--- src/sv/stt_pkg.sv ---
package stt_pkg;

	localparam int LINE_BITS_DEF = 16;
	localparam int LINE_OUT_W    = 16;
	localparam int EV_SLOTS      = 3;
	localparam int CNT_W         = $clog2(EV_SLOTS + 1);
	localparam int QUEUE_DEPTH   = 4;
	localparam int QUEUE_AW      = $clog2(QUEUE_DEPTH);

	typedef enum logic [1:0] {
		MODE_IDLE,
		MODE_IDENT,
		MODE_NUM,
		MODE_STR
	} mode_t;

	localparam logic [1:0] EV_CHAR = 2'd0;
	localparam logic [1:0] EV_DONE = 2'd1;
	localparam logic [1:0] EV_EOF  = 2'd2;

	localparam logic [4:0] CLS_UNKNOWN = 5'd0;
	localparam logic [4:0] CLS_IDENT   = 5'd1;
	localparam logic [4:0] CLS_INT     = 5'd2;
	localparam logic [4:0] CLS_FLOAT   = 5'd3;
	localparam logic [4:0] CLS_STRING  = 5'd4;
	localparam logic [4:0] CLS_KW_BASE = 5'd5;
	localparam logic [4:0] CLS_OP_BASE = 5'd11;
	localparam logic [4:0] CLS_EOF     = 5'd25;

	localparam logic [1:0] ERR_NONE    = 2'd0;
	localparam logic [1:0] ERR_UNKNOWN = 2'd1;
	localparam logic [1:0] ERR_NL      = 2'd2;

	typedef struct packed {
		logic [1:0]            kind;
		logic [4:0]            cls;
		logic [7:0]            chr;
		logic [LINE_OUT_W-1:0] line;
		logic [1:0]            err;
	} event_t;

	typedef struct packed {
		logic [CNT_W-1:0]            cnt;
		event_t [EV_SLOTS-1:0]       ev;
	} bundle_t;

endpackage

--- src/sv/source_text_tokenizer_top.sv ---
// channel | signals                                   | accepted when
// in      | in_valid, in_ready, text_byte, final_byte  | in_valid & in_ready
// out     | out_valid, out_ready, event_kind,          | out_valid & out_ready
//         | token_class, char_value, line_count,       |
//         | error_code, run_last                       |
//
// One byte accepted per cycle while the four-entry event queue has room.
// Each byte gives zero to three events; the back end sends one event per
// cycle from its output register while out_ready is high, taking a byte's events in turn.
// Bytes giving no event never enter the queue.
// Reset clears lexer state and sets the line number to one; no clearing pass.
// in_ready drops only when the queue is full; output stalls fill the queue.
module source_text_tokenizer_top
	import stt_pkg::*;
#(
	parameter int LINE_BITS = LINE_BITS_DEF
) (
	input  logic                  clk,
	input  logic                  arst_n,
	input  logic                  in_valid,
	output logic                  in_ready,
	input  logic [7:0]            text_byte,
	input  logic                  final_byte,
	output logic                  out_valid,
	input  logic                  out_ready,
	output logic [1:0]            event_kind,
	output logic [4:0]            token_class,
	output logic [7:0]            char_value,
	output logic [LINE_OUT_W-1:0] line_count,
	output logic [1:0]            error_code,
	output logic                  run_last
);

	logic    space, wr_en, head_valid, pop;
	bundle_t wr_data, head;

	stt_front #(
		.LINE_BITS(LINE_BITS)
	) u_front (
		.clk       (clk),
		.arst_n    (arst_n),
		.in_valid  (in_valid),
		.in_ready  (in_ready),
		.text_byte (text_byte),
		.final_byte(final_byte),
		.space     (space),
		.wr_en     (wr_en),
		.wr_data   (wr_data)
	);

	stt_queue u_queue (
		.clk       (clk),
		.arst_n    (arst_n),
		.wr_en     (wr_en),
		.wr_data   (wr_data),
		.space     (space),
		.rd_en     (pop),
		.head_valid(head_valid),
		.head      (head)
	);

	stt_back u_back (
		.clk        (clk),
		.arst_n     (arst_n),
		.head_valid (head_valid),
		.head       (head),
		.pop        (pop),
		.out_valid  (out_valid),
		.out_ready  (out_ready),
		.event_kind (event_kind),
		.token_class(token_class),
		.char_value (char_value),
		.line_count (line_count),
		.error_code (error_code),
		.run_last   (run_last)
	);

	a_eof_last: assert property (@(posedge clk) disable iff (!arst_n)
		out_valid && event_kind == EV_EOF |-> run_last && token_class == CLS_EOF)
		else $error("eof event not last or wrong class");

	a_char_cls: assert property (@(posedge clk) disable iff (!arst_n)
		out_valid && event_kind == EV_CHAR |->
		token_class != CLS_UNKNOWN && token_class <= CLS_STRING && error_code != ERR_UNKNOWN)
		else $error("token character with bad class");

	a_nl_err: assert property (@(posedge clk) disable iff (!arst_n)
		out_valid && error_code == ERR_NL |-> token_class == CLS_STRING)
		else $error("newline error outside string");

	a_full_busy: assert property (@(posedge clk) disable iff (!arst_n)
		!in_ready |-> out_valid)
		else $error("queue full with idle output");

endmodule

--- src/sv/stt_front.sv ---
module stt_front
	import stt_pkg::*;
#(
	parameter int LINE_BITS = LINE_BITS_DEF
) (
	input  logic       clk,
	input  logic       arst_n,
	input  logic       in_valid,
	output logic       in_ready,
	input  logic [7:0] text_byte,
	input  logic       final_byte,
	input  logic       space,
	output logic       wr_en,
	output bundle_t    wr_data
);

	localparam int KW_N = 6;
	localparam logic [KW_N-1:0] KW_ALL = {KW_N{1'b1}};
	localparam logic [7:0] KW_TEXT [KW_N][8] = '{
		'{"r", "e", "t", 8'h00, 8'h00, 8'h00, 8'h00, 8'h00},
		'{"f", "n", 8'h00, 8'h00, 8'h00, 8'h00, 8'h00, 8'h00},
		'{"v", "a", "r", 8'h00, 8'h00, 8'h00, 8'h00, 8'h00},
		'{"t", "r", "u", "e", 8'h00, 8'h00, 8'h00, 8'h00},
		'{"f", "a", "l", "s", "e", 8'h00, 8'h00, 8'h00},
		'{"n", "u", "l", "l", 8'h00, 8'h00, 8'h00, 8'h00}
	};
	localparam logic [2:0] KW_LEN [KW_N] = '{3'd3, 3'd2, 3'd3, 3'd4, 3'd5, 3'd4};

	function automatic logic [KW_N-1:0] kw_filter(input logic [KW_N-1:0] cand,
			input logic [2:0] len, input logic [7:0] c);
		logic [KW_N-1:0] r;
		r = cand;
		for (int k = 0; k < KW_N; k++) begin
			if (len >= KW_LEN[k] || KW_TEXT[k][len] != c)
				r[k] = 1'b0;
		end
		return r;
	endfunction

	function automatic logic [2:0] len_inc(input logic [2:0] len);
		return (len == 3'd7) ? len : len + 3'd1;
	endfunction

	function automatic logic [4:0] ident_class(input logic [KW_N-1:0] cand,
			input logic [2:0] len);
		logic [4:0] r;
		r = CLS_IDENT;
		for (int k = KW_N - 1; k >= 0; k--) begin
			if (cand[k] && KW_LEN[k] == len)
				r = CLS_KW_BASE + 5'(k);
		end
		return r;
	endfunction

	function automatic logic [4:0] open_class(input mode_t mode, input logic dot,
			input logic [KW_N-1:0] cand, input logic [2:0] len);
		logic [4:0] r;
		unique case (mode)
			MODE_IDENT: r = ident_class(cand, len);
			MODE_NUM:   r = dot ? CLS_FLOAT : CLS_INT;
			default:    r = CLS_STRING;
		endcase
		return r;
	endfunction

	function automatic logic [4:0] op_class(input logic [7:0] c);
		logic [4:0] r;
		case (c)
			"(":     r = CLS_OP_BASE;
			")":     r = CLS_OP_BASE + 5'd1;
			"[":     r = CLS_OP_BASE + 5'd2;
			"]":     r = CLS_OP_BASE + 5'd3;
			"{":     r = CLS_OP_BASE + 5'd4;
			"}":     r = CLS_OP_BASE + 5'd5;
			"+":     r = CLS_OP_BASE + 5'd6;
			"-":     r = CLS_OP_BASE + 5'd7;
			"*":     r = CLS_OP_BASE + 5'd8;
			"/":     r = CLS_OP_BASE + 5'd9;
			"=":     r = CLS_OP_BASE + 5'd10;
			";":     r = CLS_OP_BASE + 5'd11;
			".":     r = CLS_OP_BASE + 5'd12;
			":":     r = CLS_OP_BASE + 5'd13;
			default: r = CLS_UNKNOWN;
		endcase
		return r;
	endfunction

	function automatic event_t mk_ev(input logic [1:0] kind, input logic [4:0] cls,
			input logic [7:0] chr, input logic [LINE_OUT_W-1:0] line,
			input logic [1:0] err);
		event_t e;
		e.kind = kind;
		e.cls  = cls;
		e.chr  = chr;
		e.line = line;
		e.err  = err;
		return e;
	endfunction

	mode_t                 mode_q, mode_n, mid_mode;
	logic                  dot_q, dot_n, mid_dot;
	logic [KW_N-1:0]       cand_q, cand_n, mid_cand;
	logic [2:0]            len_q, len_n, mid_len;
	logic [LINE_BITS-1:0]  line_q, line_n;
	logic                  bump;

	logic                  accept, fin;
	logic [7:0]            c;
	logic                  alpha, digit, under, dotc, quote, nl, sep;
	logic                  cont_ident, cont_num, str_close, str_keep, ends_token;
	logic                  done, go_idle, held;
	logic [1:0]            herr;
	logic [LINE_OUT_W-1:0] line_old, line_new;

	event_t [EV_SLOTS-1:0] ev;
	logic [CNT_W-1:0]      n;

	assign c        = text_byte;
	assign fin      = final_byte;
	assign in_ready = space;
	assign accept   = in_valid && space;
	assign line_old = LINE_OUT_W'(line_q);
	assign line_new = LINE_OUT_W'(line_n);

	always_comb begin
		alpha = (c >= "a" && c <= "z") || (c >= "A" && c <= "Z");
		digit = c >= "0" && c <= "9";
		under = c == "_";
		dotc  = c == ".";
		quote = c == "\"";
		nl    = c == "\n";
		sep   = c == " " || c == "\t";

		cont_ident = mode_q == MODE_IDENT && (alpha || digit || under);
		cont_num   = mode_q == MODE_NUM && (digit || dotc);
		str_close  = mode_q == MODE_STR && quote;
		str_keep   = mode_q == MODE_STR && !quote;
		ends_token = (mode_q == MODE_IDENT && !cont_ident) ||
		             (mode_q == MODE_NUM && !cont_num);
		done       = cont_ident || cont_num || str_keep;
		go_idle    = !done && !str_close;
		held       = fin && (done || (go_idle && (alpha || under || digit)));
		herr       = (str_keep && nl) ? ERR_NL : ERR_NONE;
	end

	// state after this byte, before the end-of-text clear
	always_comb begin
		mid_mode = mode_q;
		mid_dot  = dot_q;
		mid_cand = cand_q;
		mid_len  = len_q;
		bump     = 1'b0;
		if (cont_ident) begin
			mid_cand = kw_filter(cand_q, len_q, c);
			mid_len  = len_inc(len_q);
		end
		if (cont_num && dotc)
			mid_dot = 1'b1;
		if (ends_token || str_close) begin
			mid_mode = MODE_IDLE;
			mid_dot  = 1'b0;
			mid_cand = KW_ALL;
			mid_len  = 3'd0;
		end
		if (go_idle) begin
			if (sep) begin
				mid_mode = mid_mode;
			end else if (nl) begin
				bump = 1'b1;
			end else if (alpha || under) begin
				mid_mode = MODE_IDENT;
				mid_dot  = 1'b0;
				mid_cand = kw_filter(KW_ALL, 3'd0, c);
				mid_len  = 3'd1;
			end else if (digit) begin
				mid_mode = MODE_NUM;
				mid_dot  = 1'b0;
				mid_cand = KW_ALL;
				mid_len  = 3'd0;
			end else if (quote) begin
				mid_mode = MODE_STR;
				mid_dot  = 1'b0;
				mid_cand = KW_ALL;
				mid_len  = 3'd0;
			end
		end
		line_n = bump ? line_q + LINE_BITS'(1) : line_q;
		if (fin) begin
			mode_n = MODE_IDLE;
			dot_n  = 1'b0;
			cand_n = KW_ALL;
			len_n  = 3'd0;
		end else begin
			mode_n = mid_mode;
			dot_n  = mid_dot;
			cand_n = mid_cand;
			len_n  = mid_len;
		end
	end

	always_comb begin
		logic [4:0] cc;
		logic [4:0] oc;
		ev = '0;
		n  = '0;
		cc = (mode_q == MODE_IDENT) ? CLS_IDENT :
		     (mode_q == MODE_NUM) ? (mid_dot ? CLS_FLOAT : CLS_INT) : CLS_STRING;
		oc = op_class(c);
		if (ends_token) begin
			ev[n] = mk_ev(EV_DONE, open_class(mode_q, dot_q, cand_q, len_q), 8'h00,
			              line_old, ERR_NONE);
			n = n + CNT_W'(1);
		end
		if (str_close) begin
			ev[n] = mk_ev(EV_DONE, CLS_STRING, 8'h00, line_old, ERR_NONE);
			n = n + CNT_W'(1);
		end
		if (done && !fin) begin
			ev[n] = mk_ev(EV_CHAR, cc, c, line_old, herr);
			n = n + CNT_W'(1);
		end
		if (go_idle && !sep && !nl && !quote) begin
			if (alpha || under) begin
				if (!fin) begin
					ev[n] = mk_ev(EV_CHAR, CLS_IDENT, c, line_old, ERR_NONE);
					n = n + CNT_W'(1);
				end
			end else if (digit) begin
				if (!fin) begin
					ev[n] = mk_ev(EV_CHAR, CLS_INT, c, line_old, ERR_NONE);
					n = n + CNT_W'(1);
				end
			end else begin
				ev[n] = mk_ev(EV_DONE, oc, c, line_old,
				              (oc == CLS_UNKNOWN) ? ERR_UNKNOWN : ERR_NONE);
				n = n + CNT_W'(1);
			end
		end
		if (fin) begin
			if (!str_close && mid_mode != MODE_IDLE) begin
				ev[n] = mk_ev(EV_DONE, open_class(mid_mode, mid_dot, mid_cand, mid_len),
				              held ? c : 8'h00, line_old, held ? herr : ERR_NONE);
				n = n + CNT_W'(1);
			end
			ev[n] = mk_ev(EV_EOF, CLS_EOF, 8'h00, line_new, ERR_NONE);
			n = n + CNT_W'(1);
		end
	end

	assign wr_en       = accept && (n != '0);
	assign wr_data.cnt = n;
	assign wr_data.ev  = ev;

	always_ff @(posedge clk or negedge arst_n) begin
		if (!arst_n) begin
			mode_q <= MODE_IDLE;
			dot_q  <= 1'b0;
			cand_q <= KW_ALL;
			len_q  <= 3'd0;
			line_q <= LINE_BITS'(1);
		end else if (accept) begin
			mode_q <= mode_n;
			dot_q  <= dot_n;
			cand_q <= cand_n;
			len_q  <= len_n;
			line_q <= line_n;
		end
	end

endmodule

--- src/sv/stt_queue.sv ---
module stt_queue
	import stt_pkg::*;
(
	input  logic    clk,
	input  logic    arst_n,
	input  logic    wr_en,
	input  bundle_t wr_data,
	output logic    space,
	input  logic    rd_en,
	output logic    head_valid,
	output bundle_t head
);

	bundle_t               mem_q [QUEUE_DEPTH];
	logic [QUEUE_AW-1:0]   wptr_q, rptr_q;
	logic [QUEUE_AW:0]     cnt_q;

	assign space      = cnt_q != (QUEUE_AW + 1)'(QUEUE_DEPTH);
	assign head_valid = cnt_q != '0;
	assign head       = mem_q[rptr_q];

	always_ff @(posedge clk) begin
		if (wr_en)
			mem_q[wptr_q] <= wr_data;
	end

	always_ff @(posedge clk or negedge arst_n) begin
		if (!arst_n) begin
			wptr_q <= '0;
			rptr_q <= '0;
			cnt_q  <= '0;
		end else begin
			if (wr_en)
				wptr_q <= wptr_q + QUEUE_AW'(1);
			if (rd_en)
				rptr_q <= rptr_q + QUEUE_AW'(1);
			case ({wr_en, rd_en})
				2'b10:   cnt_q <= cnt_q + (QUEUE_AW + 1)'(1);
				2'b01:   cnt_q <= cnt_q - (QUEUE_AW + 1)'(1);
				default: cnt_q <= cnt_q;
			endcase
		end
	end

endmodule

--- src/sv/stt_back.sv ---
module stt_back
	import stt_pkg::*;
(
	input  logic                  clk,
	input  logic                  arst_n,
	input  logic                  head_valid,
	input  bundle_t               head,
	output logic                  pop,
	output logic                  out_valid,
	input  logic                  out_ready,
	output logic [1:0]            event_kind,
	output logic [4:0]            token_class,
	output logic [7:0]            char_value,
	output logic [LINE_OUT_W-1:0] line_count,
	output logic [1:0]            error_code,
	output logic                  run_last
);

	logic [CNT_W-1:0] idx_q;
	logic             out_valid_q;
	logic             load, last;
	event_t           cur;

	assign load = head_valid && (!out_valid_q || out_ready);
	assign cur  = head.ev[idx_q];
	assign last = (idx_q + CNT_W'(1)) == head.cnt;
	assign pop  = load && last;

	assign out_valid = out_valid_q;

	always_ff @(posedge clk or negedge arst_n) begin
		if (!arst_n) begin
			out_valid_q <= 1'b0;
			idx_q       <= '0;
		end else if (load) begin
			out_valid_q <= 1'b1;
			idx_q       <= last ? '0 : idx_q + CNT_W'(1);
		end else if (out_ready) begin
			out_valid_q <= 1'b0;
		end
	end

	always_ff @(posedge clk) begin
		if (load) begin
			event_kind  <= cur.kind;
			token_class <= cur.cls;
			char_value  <= cur.chr;
			line_count  <= cur.line;
			error_code  <= cur.err;
			run_last    <= last;
		end
	end

endmodule

--- config.mk ---
export PLATFORM = sky130hd
export DESIGN_NAME = source_text_tokenizer_top
export DESIGN_NICKNAME = d
export VERILOG_FILES = /design/src/sv/stt_pkg.sv /design/src/sv/source_text_tokenizer_top.sv /design/src/sv/stt_front.sv /design/src/sv/stt_queue.sv /design/src/sv/stt_back.sv
export SDC_FILE = /design/constraint.sdc
export NUM_CORES = 1
export LEC_CHECK = 0
export BUFFER_PORTS_ARGS = -buffer_cell sky130_fd_sc_hd__buf_4
export CAP_MARGIN = 40
export CORE_MARGIN = 2
export CORE_UTILIZATION = 59
export CTS_BUF_LIST = sky130_fd_sc_hd__clkbuf_8
export DETAILED_ROUTE_END_ITERATION = 12
export GPL_TIMING_DRIVEN = 0
export PLACE_DENSITY = 0.76
export SLEW_MARGIN = 25
export SYNTH_ARGS = -nofsm -noshare
export SYNTH_HDL_FRONTEND = slang
export SYNTH_SLANG_ARGS = --single-unit
--- constraint.sdc ---
create_clock -name clk -period 8 [get_ports clk]
set_input_delay 0 -clock clk [delete_from_list [all_inputs] [get_ports clk]]
set_output_delay 0 -clock clk [all_outputs]
set_load 0.02 [all_outputs]
Word level (Yosys, flattened, before mapping)
Memories as Yosys holds them, arrays and structs flattened.
Cells that the tools add are included.
{ "totals": {"reg_bits": 72, "ram_bits": 404, "romBits": 384, "out_inout_bits": 36, "memories": 7} }
{ "mem_list": {"columns": ["name", "depth", "word_bits", "read_ports", "rd_clocked_by_memory_dff", "write_ports", "line", "rtl"], "rows": [
  ["u_queue.mem_q", 4, 101, 1, 0, 1, "stt_queue.sv:14", "bundle_t mem_q [QUEUE_DEPTH];"],
  ["(no name shown)", 8, 8, 1, 0, 0, "stt_front.sv:34", "if (len >= KW_LEN[k] || KW_TEXT[k][len] != c)"],
  ["(no name shown)", 8, 8, 1, 0, 0, "stt_front.sv:34", null],
  ["(no name shown)", 8, 8, 1, 0, 0, "stt_front.sv:34", null],
  ["(no name shown)", 8, 8, 1, 0, 0, "stt_front.sv:34", null],
  ["(no name shown)", 8, 8, 1, 0, 0, "stt_front.sv:34", null],
  ["+1 memories", null, null, null, null, null, null, null]
]} }
{ "op_classes": {"add_sub_neg": 12, "magnitude_cmp": 22, "eq_ne": 48, "n_mux": 134, "n_bitwise": 1, "reduce_logical": 74} }
{ "ops": {"columns": ["op", "n"], "rows": [
  ["2-to-1 mux 99 bit", 10],
  ["bitwise mux 99 bit", 7],
  ["demux 33 bit (select 2 bit)", 5],
  ["2-to-1 mux 33 bit", 6],
  ["2-to-1 mux 8 bit", 13],
  ["equality test 8 x 6 -> 1 bit (second input constant)", 12],
  ["case mux 5 bit (14 select lines)", 1],
  ["binary-select mux 33 bit (select 2 bit)", 1],
  ["2-to-1 mux 6 bit", 9],
  ["2-to-1 mux 4 bit", 12],
  ["!= test 8 bit", 6],
  ["equality test 8 x 7 -> 1 bit (second input constant)", 5],
  ["logical AND 1 bit", 40],
  ["2-to-1 mux 2 bit", 20],
  ["!= test 7 x 8 -> 1 bit (first input constant)", 5],
  ["2-to-1 mux 3 bit", 11],
  ["2-to-1 mux 32 bit", 1],
  ["2-to-1 mux 1 bit", 31],
  ["case mux 5 bit (2 select lines)", 2],
  ["logical OR 1 bit", 19],
  ["adder 16 x 1 -> 16 bit (second input constant)", 1],
  ["equality test 8 x 4 -> 1 bit (second input constant)", 2],
  ["greater-or-equal comparator 8 x 7 -> 1 bit (second input constant)", 2],
  ["<= comparator 8 x 7 -> 1 bit (second input constant)", 2],
  ["28 further kinds", 68]
]} }

Logic depth before layout (Yosys ltp)
{ "logic_depth": {"word_depth": 33, "ltp_mapped": 26, "mapped_depth_nobuf": 25} }

Modules after synthesis
A second synthesis with hierarchy kept.
{ "hier_totals": {"hier_cells": 1559, "area_unflattened_um2": 22464.0} }
{ "by_module_without_submodules": {"columns": ["mod", "n_inst", "cells_each", "area_per_inst_um2", "seq_area_each_um2"], "rows": [
  ["stt_queue", 1, 564, 15043.2, 12306.8],
  ["stt_front", 1, 828, 5495.3, 709.4],
  ["stt_back", 1, 167, 1925.6, 1096.1]
]} }

Least setup slack after synthesis
Ideal clock, no wire load.
{ "synth_timing": {"path_type": "register -> register", "from": "reg u_front.mode_q[1]", "to": "mem u_queue.mem_q[0][0] in the netlist's numbering, enable pin", "setup_ns": 0.562, "arrival_time_ns": 8.062, "slack_ns": -0.624, "stages_incl_launch_ff": 21, "n_path_buf": 1, "period_less_slack_ns": 8.624, "cell_sequence": "dfrtp_1 > inv_1 > ha_1 > clkbuf_1 > inv_1 > a21oi_1 > o21ai_1 > inv_1 > ha_1 > xnor2_4 > ha_1 > o21ai_0 > a21o_1 > inv_1 > ha_1 > mux2i_1 > ha_1 > nand2_1 > o31a_1 > o21ai_2 > nor2_1"} }
{ "synth_between": {"elab_chain_cells": 24} }
{ "synth_lines": {"columns": ["item", "line", "rtl"], "rows": [
  ["from (decl)", "stt_front.sv:100", "mode_t mode_q, mode_n, mid_mode;"],
  ["from (signal assigned)", "stt_front.sv:262", "mode_q <= mode_n;"],
  ["equality test 2 x 1 -> 1 bit or equality test 2 bit (tied branches)", null, null],
  ["logical AND 1 bit (on tied branches)", "stt_front.sv:134, stt_front.sv:135", null],
  ["zero test 1 bit (on tied branches)", "stt_front.sv:138, stt_front.sv:139", null],
  ["logical AND 1 bit (on tied branches)", "stt_front.sv:138, stt_front.sv:139", null],
  ["logical OR 1 bit", "stt_front.sv:138", "ends_token = (mode_q == MODE_IDENT && !cont_ident) ||"],
  ["2-to-1 mux 1 bit", "stt_front.sv:209", "if (ends_token) begin"],
  ["adder 1 x 1 -> 2 bit", "stt_front.sv:216", "n = n + CNT_W'(1);"],
  ["2-to-1 mux 2 bit", "stt_front.sv:214", "if (str_close) begin"],
  ["[9 not listed]", null, null],
  ["2-to-1 mux 2 bit", "stt_front.sv:239", "if (fin) begin"],
  ["adder 2 x 1 -> 2 bit", "stt_front.sv:246", "n = n + CNT_W'(1);"],
  ["2-to-1 mux 2 bit *", "stt_front.sv:239", null],
  ["net u_front.n[1]", "stt_front.sv:116", "logic [CNT_W-1:0] n;"],
  ["nonzero test 2 bit *", "stt_front.sv:250", "assign wr_en = accept && (n != '0);"],
  ["logical AND 1 bit *", "stt_front.sv:250", null],
  ["2-to-1 mux 1 bit *", "stt_queue.sv:23", "if (wr_en)"],
  ["2-to-1 mux 1 bit (implied by the code) *", "stt_queue.sv:24", "mem_q[wptr_q] <= wr_data;"],
  ["to (decl)", "stt_queue.sv:14", null]
]} }
Mark *: on every way through the listed nets, which the timed path passes. The rest lies on a longest branch. The select of a mux whose other input is x is not followed.

==> results.ini <==
[detailed_routing]
routedWlPerCell_um=25.4
firstDrtPassIters=5
wirelength_um=56600
first_iter_violations=1410
detail-route-antenna-nets=0
vias_per_cell=6.43
drc=0
num_vias=14300

[power_and_ir_drop]
pwr-share-clk_pct=22.1
p_int_uw=5950
p_seq_share_pct=40.4
p_leak_uw=0.00885
pwr-share-comb_pct=37.5
ir_drop_mv=0.193
pwr_density_cell_nw_per_um2=357
switching_share_pct=34.3
p_switching_uw=3110

[floorplan]
die_h_um=197
die_w_um=197
coreArea_um2=36700
pin_count=49
rows=70
initial_utilization_pct=60.1
die_area_um2=39000

[place]
place.gp.congestion=0.935
dp_hpwl_um=38900
io_buffer_count=46

[yosys]
ys.warnings.count=0
synthesis.area_um2=22100
yosysSeqAreaShare_pct=64.0
ys_seq_elements=476
synth_area_per_cell_um2=14.4
synth_edf_count=438
ys.flop_type=edfxtp_1
synthCells=1527
synth_cell_types=85
ys_async_sr_fraction_pct=7.98
synth.net_count=1571

[global_route]
antenna_found_initial=0
grt-ovfl-total=0
grt-busiest-layer=met2
grt_max_degree=32
grt_pass1_vias=14400
grt.met3_usage_pct=5.91
grt_use_met2_pct=48.7
met1_usage_pct=39.9
grt_pass1_wl_um=85600
grt.total_usage_pct=30.0

[sta]
rsz0062_at_grt=no
fin_crit_sh_pct=81.4
max_slew_margin_pct=41.0
drv_slew=0
fmax_mhz=154
fin_crit_ns=6.51
report.final.setup_viol=0
finClkSkew_ns=0.0490
finalHoldViolations=0
tightest_slew_ns=0.886
hold_slack_ns=0.0932

[clock_network]
numCtsBuffers=76
cts_resized=0
cts_tree=yes
ctsRootBufferMaster=clkbuf_8
cts_buffer_depth=3
path_clk_slew_ns=0.05
clk_latency_ns=0.64
h-tree-depth=3
cts_num_sinks=476

[cells_and_area]
final_common_cell=edfxtp_1
area.growth.synth_to_final_pct=14.9
drive_above_1_share_pct=19.1
fillerInstances=2415
antenna_cells=0
nets=1749
final_cell_mix=edfxtp_1, mux4_2, inv_1
final_util_pct=69.1

[run]
maxCapViolCount=0

[setup_path]
crit_arrival_ns=6.86
required_ns=8.35
crit_path_end_kind=register
start_kind=register
criticalPathCategory=reg2reg
path_max_fanout=10

[status]
status=finished clean

[min_path]
hp-class=in2reg

## timing repair
item | in CTS | in global routing
setup buffers | 0 | 0
hold endpoints to repair | 49 | 0
hold buffers | 7 | 0
## layout make-up
cell class / instances / area, um2 / share of cell area, %
sequential: 476 / 14100 / 55.7
timing repair buffer: 100 / 1190 / 4.70
inverter: 77 / 289 / 1.14
tap: 468 / 586 / 2.31
multi-input combinational: 874 / 7320 / 28.9
clock inverter: 51 / 347 / 1.37
clock buffer: 81 / 1110 / 4.40
buffer: 100 / 394 / 1.55
## cell families (layout without fill, tap and decap cells)
family | after synthesis | after routing | synth area share, %
AOI/OAI and AO/OA | 314 | 314 | 9.19
xor gates and xnor gates | 40 | 40 | 1.79
adders and majority gates | 31 | 31 | 1.79
buffers and inverters | 177 | 409 | 3.07
DFF | 476 | 476 | 64.0
muxes | 145 | 145 | 12.3
and+or+nand+nor | 344 | 344 | 7.84
## power by group through the flow
stage | logic, uW | registers, uW | clock network (uW)
floorplan | 1930 | 3850 | 0
global placement | 2990 | 3810 | 0
detailed placement | 3330 | 3710 | 0
CTS | 3350 | 3660 | 2040
global route | 3600 | 3710 | 2140
finish | 3390 | 3660 | 2000
## state kept, by name, indices dropped and copies added (netlist names)
signal,flops
u_back.run_last,1
u_queue.rptr_q,2
u_back.line_count,16
u_front.line_old,16
u_back.event_kind,2
u_back.token_class,5
u_queue.mem_q,404
u_front.cand_q,6
u_front.dot_q,1
u_back.out_valid,1
u_front.len_q,3
u_queue.wptr_q,2
u_queue.cnt_q,3
u_front.mode_q,2
u_back.idx_q,2
u_back.char_value,8
u_back.error_code,2
## cell usage after synthesis (all sizes together), types with 9 or more instances
cell | n | area share [%]
and2 | 27 | 0.78
mux2i | 41 | 1.9
dfrtp | 31 | 3.5
a21oi | 42 | 0.95
inv | 75 | 1.3
a22o | 9 | 0.36
nand3 | 36 | 0.82
nor2b | 15 | 0.43
nor3 | 10 | 0.23
xnor2 | 27 | 1.2
and3 | 17 | 0.48
nor2 | 96 | 1.6
ha | 30 | 1.7
o211ai | 9 | 0.31
o31ai | 41 | 1.4
o21ai | 97 | 2.2
edfxtp | 438 | 60
xor2 | 13 | 0.64
buf | 23 | 0.45
clkbuf | 77 | 1.3
o22ai | 47 | 1.3
mux4 | 101 | 10
nand2 | 83 | 1.4
nand4 | 10 | 0.28
## critical path, cell delays in order (launching register included)
cell and delay (ns):
dfrtp_1 0.40, inv_1 0.08, ha_1 0.17, clkbuf_1 0.22, inv_1 0.24, a21oi_1 0.07
o21ai_1 0.41, ha_1 0.37, o311ai_2 0.32, o21ai_2 0.21, inv_1 0.07, ha_1 0.31
o21ai_0 0.18, a21o_1 0.19, inv_1 0.08, ha_1 0.30, mux2i_1 0.25, inv_1 0.08
ha_1 0.33, nand2_1 0.24, inv_1 0.23, a21oi_1 0.62, clkbuf_1 0.47, o21ai_0 0.21
o31ai_1 0.19
## layer usage
metal / share of wire (%) / wire (um)
met1: 39 / 22100
met3: 8.1 / 4570
met2: 49 / 28000
met4: 3.5 / 1960
met5: 0 / 0
## metrics by stage
| stage | setup WS, ns | instances | power (uW) | setup TNS (ns) | instance area, um2 |
|---|---|---|---|---|---|
| 2_1_floorplan | -0.624 | 1527 | 5780 | -252.11 | 22100 |
| 3_3_place_gp | -4.63 | 2041 | 6800 | -1854.17 | 23000 |
| 3_5_place_dp | 1.45 | 2079 | 7040 | 0 | 23700 |
| 4_1_cts | 1.55 | 2218 | 9050 | 0 | 25300 |
| 5_1_grt | 1.18 | 2227 | 9440 | 0 | 25400 |
| 6_report | 1.49 | 2227 | 9050 | 0 | 25400 |
## final timing paths
path | startpoint | end | slack, ns | cells after the start
min in group asynchronous | arst_n | u_front.line_old[0]$_DFFE_PN1P_ | 0.49 | 3
worst max register to register | u_front.mode_q[1]$_DFFE_PN0P_ | u_queue.mem_q[0][82]$_DFFE_PP_ | 1.49 | 24
worst min-delay path | text_byte[2] | u_front.cand_q[3]$_DFFE_PN1P_ | 0.09 | 7
worst min register to register | u_queue.cnt_q[2]$_DFFE_PN0P_ | u_queue.cnt_q[2]$_DFFE_PN0P_ | 0.50 | 1
max in group asynchronous | arst_n | u_front.line_old[11]$_DFFE_PN0P_ | 7.25 | 4
worst max-delay path | u_front.mode_q[1]$_DFFE_PN0P_ | u_queue.mem_q[0][82]$_DFFE_PP_ | 1.49 | 24
Note: power is estimated with default switching activity, not from simulation.
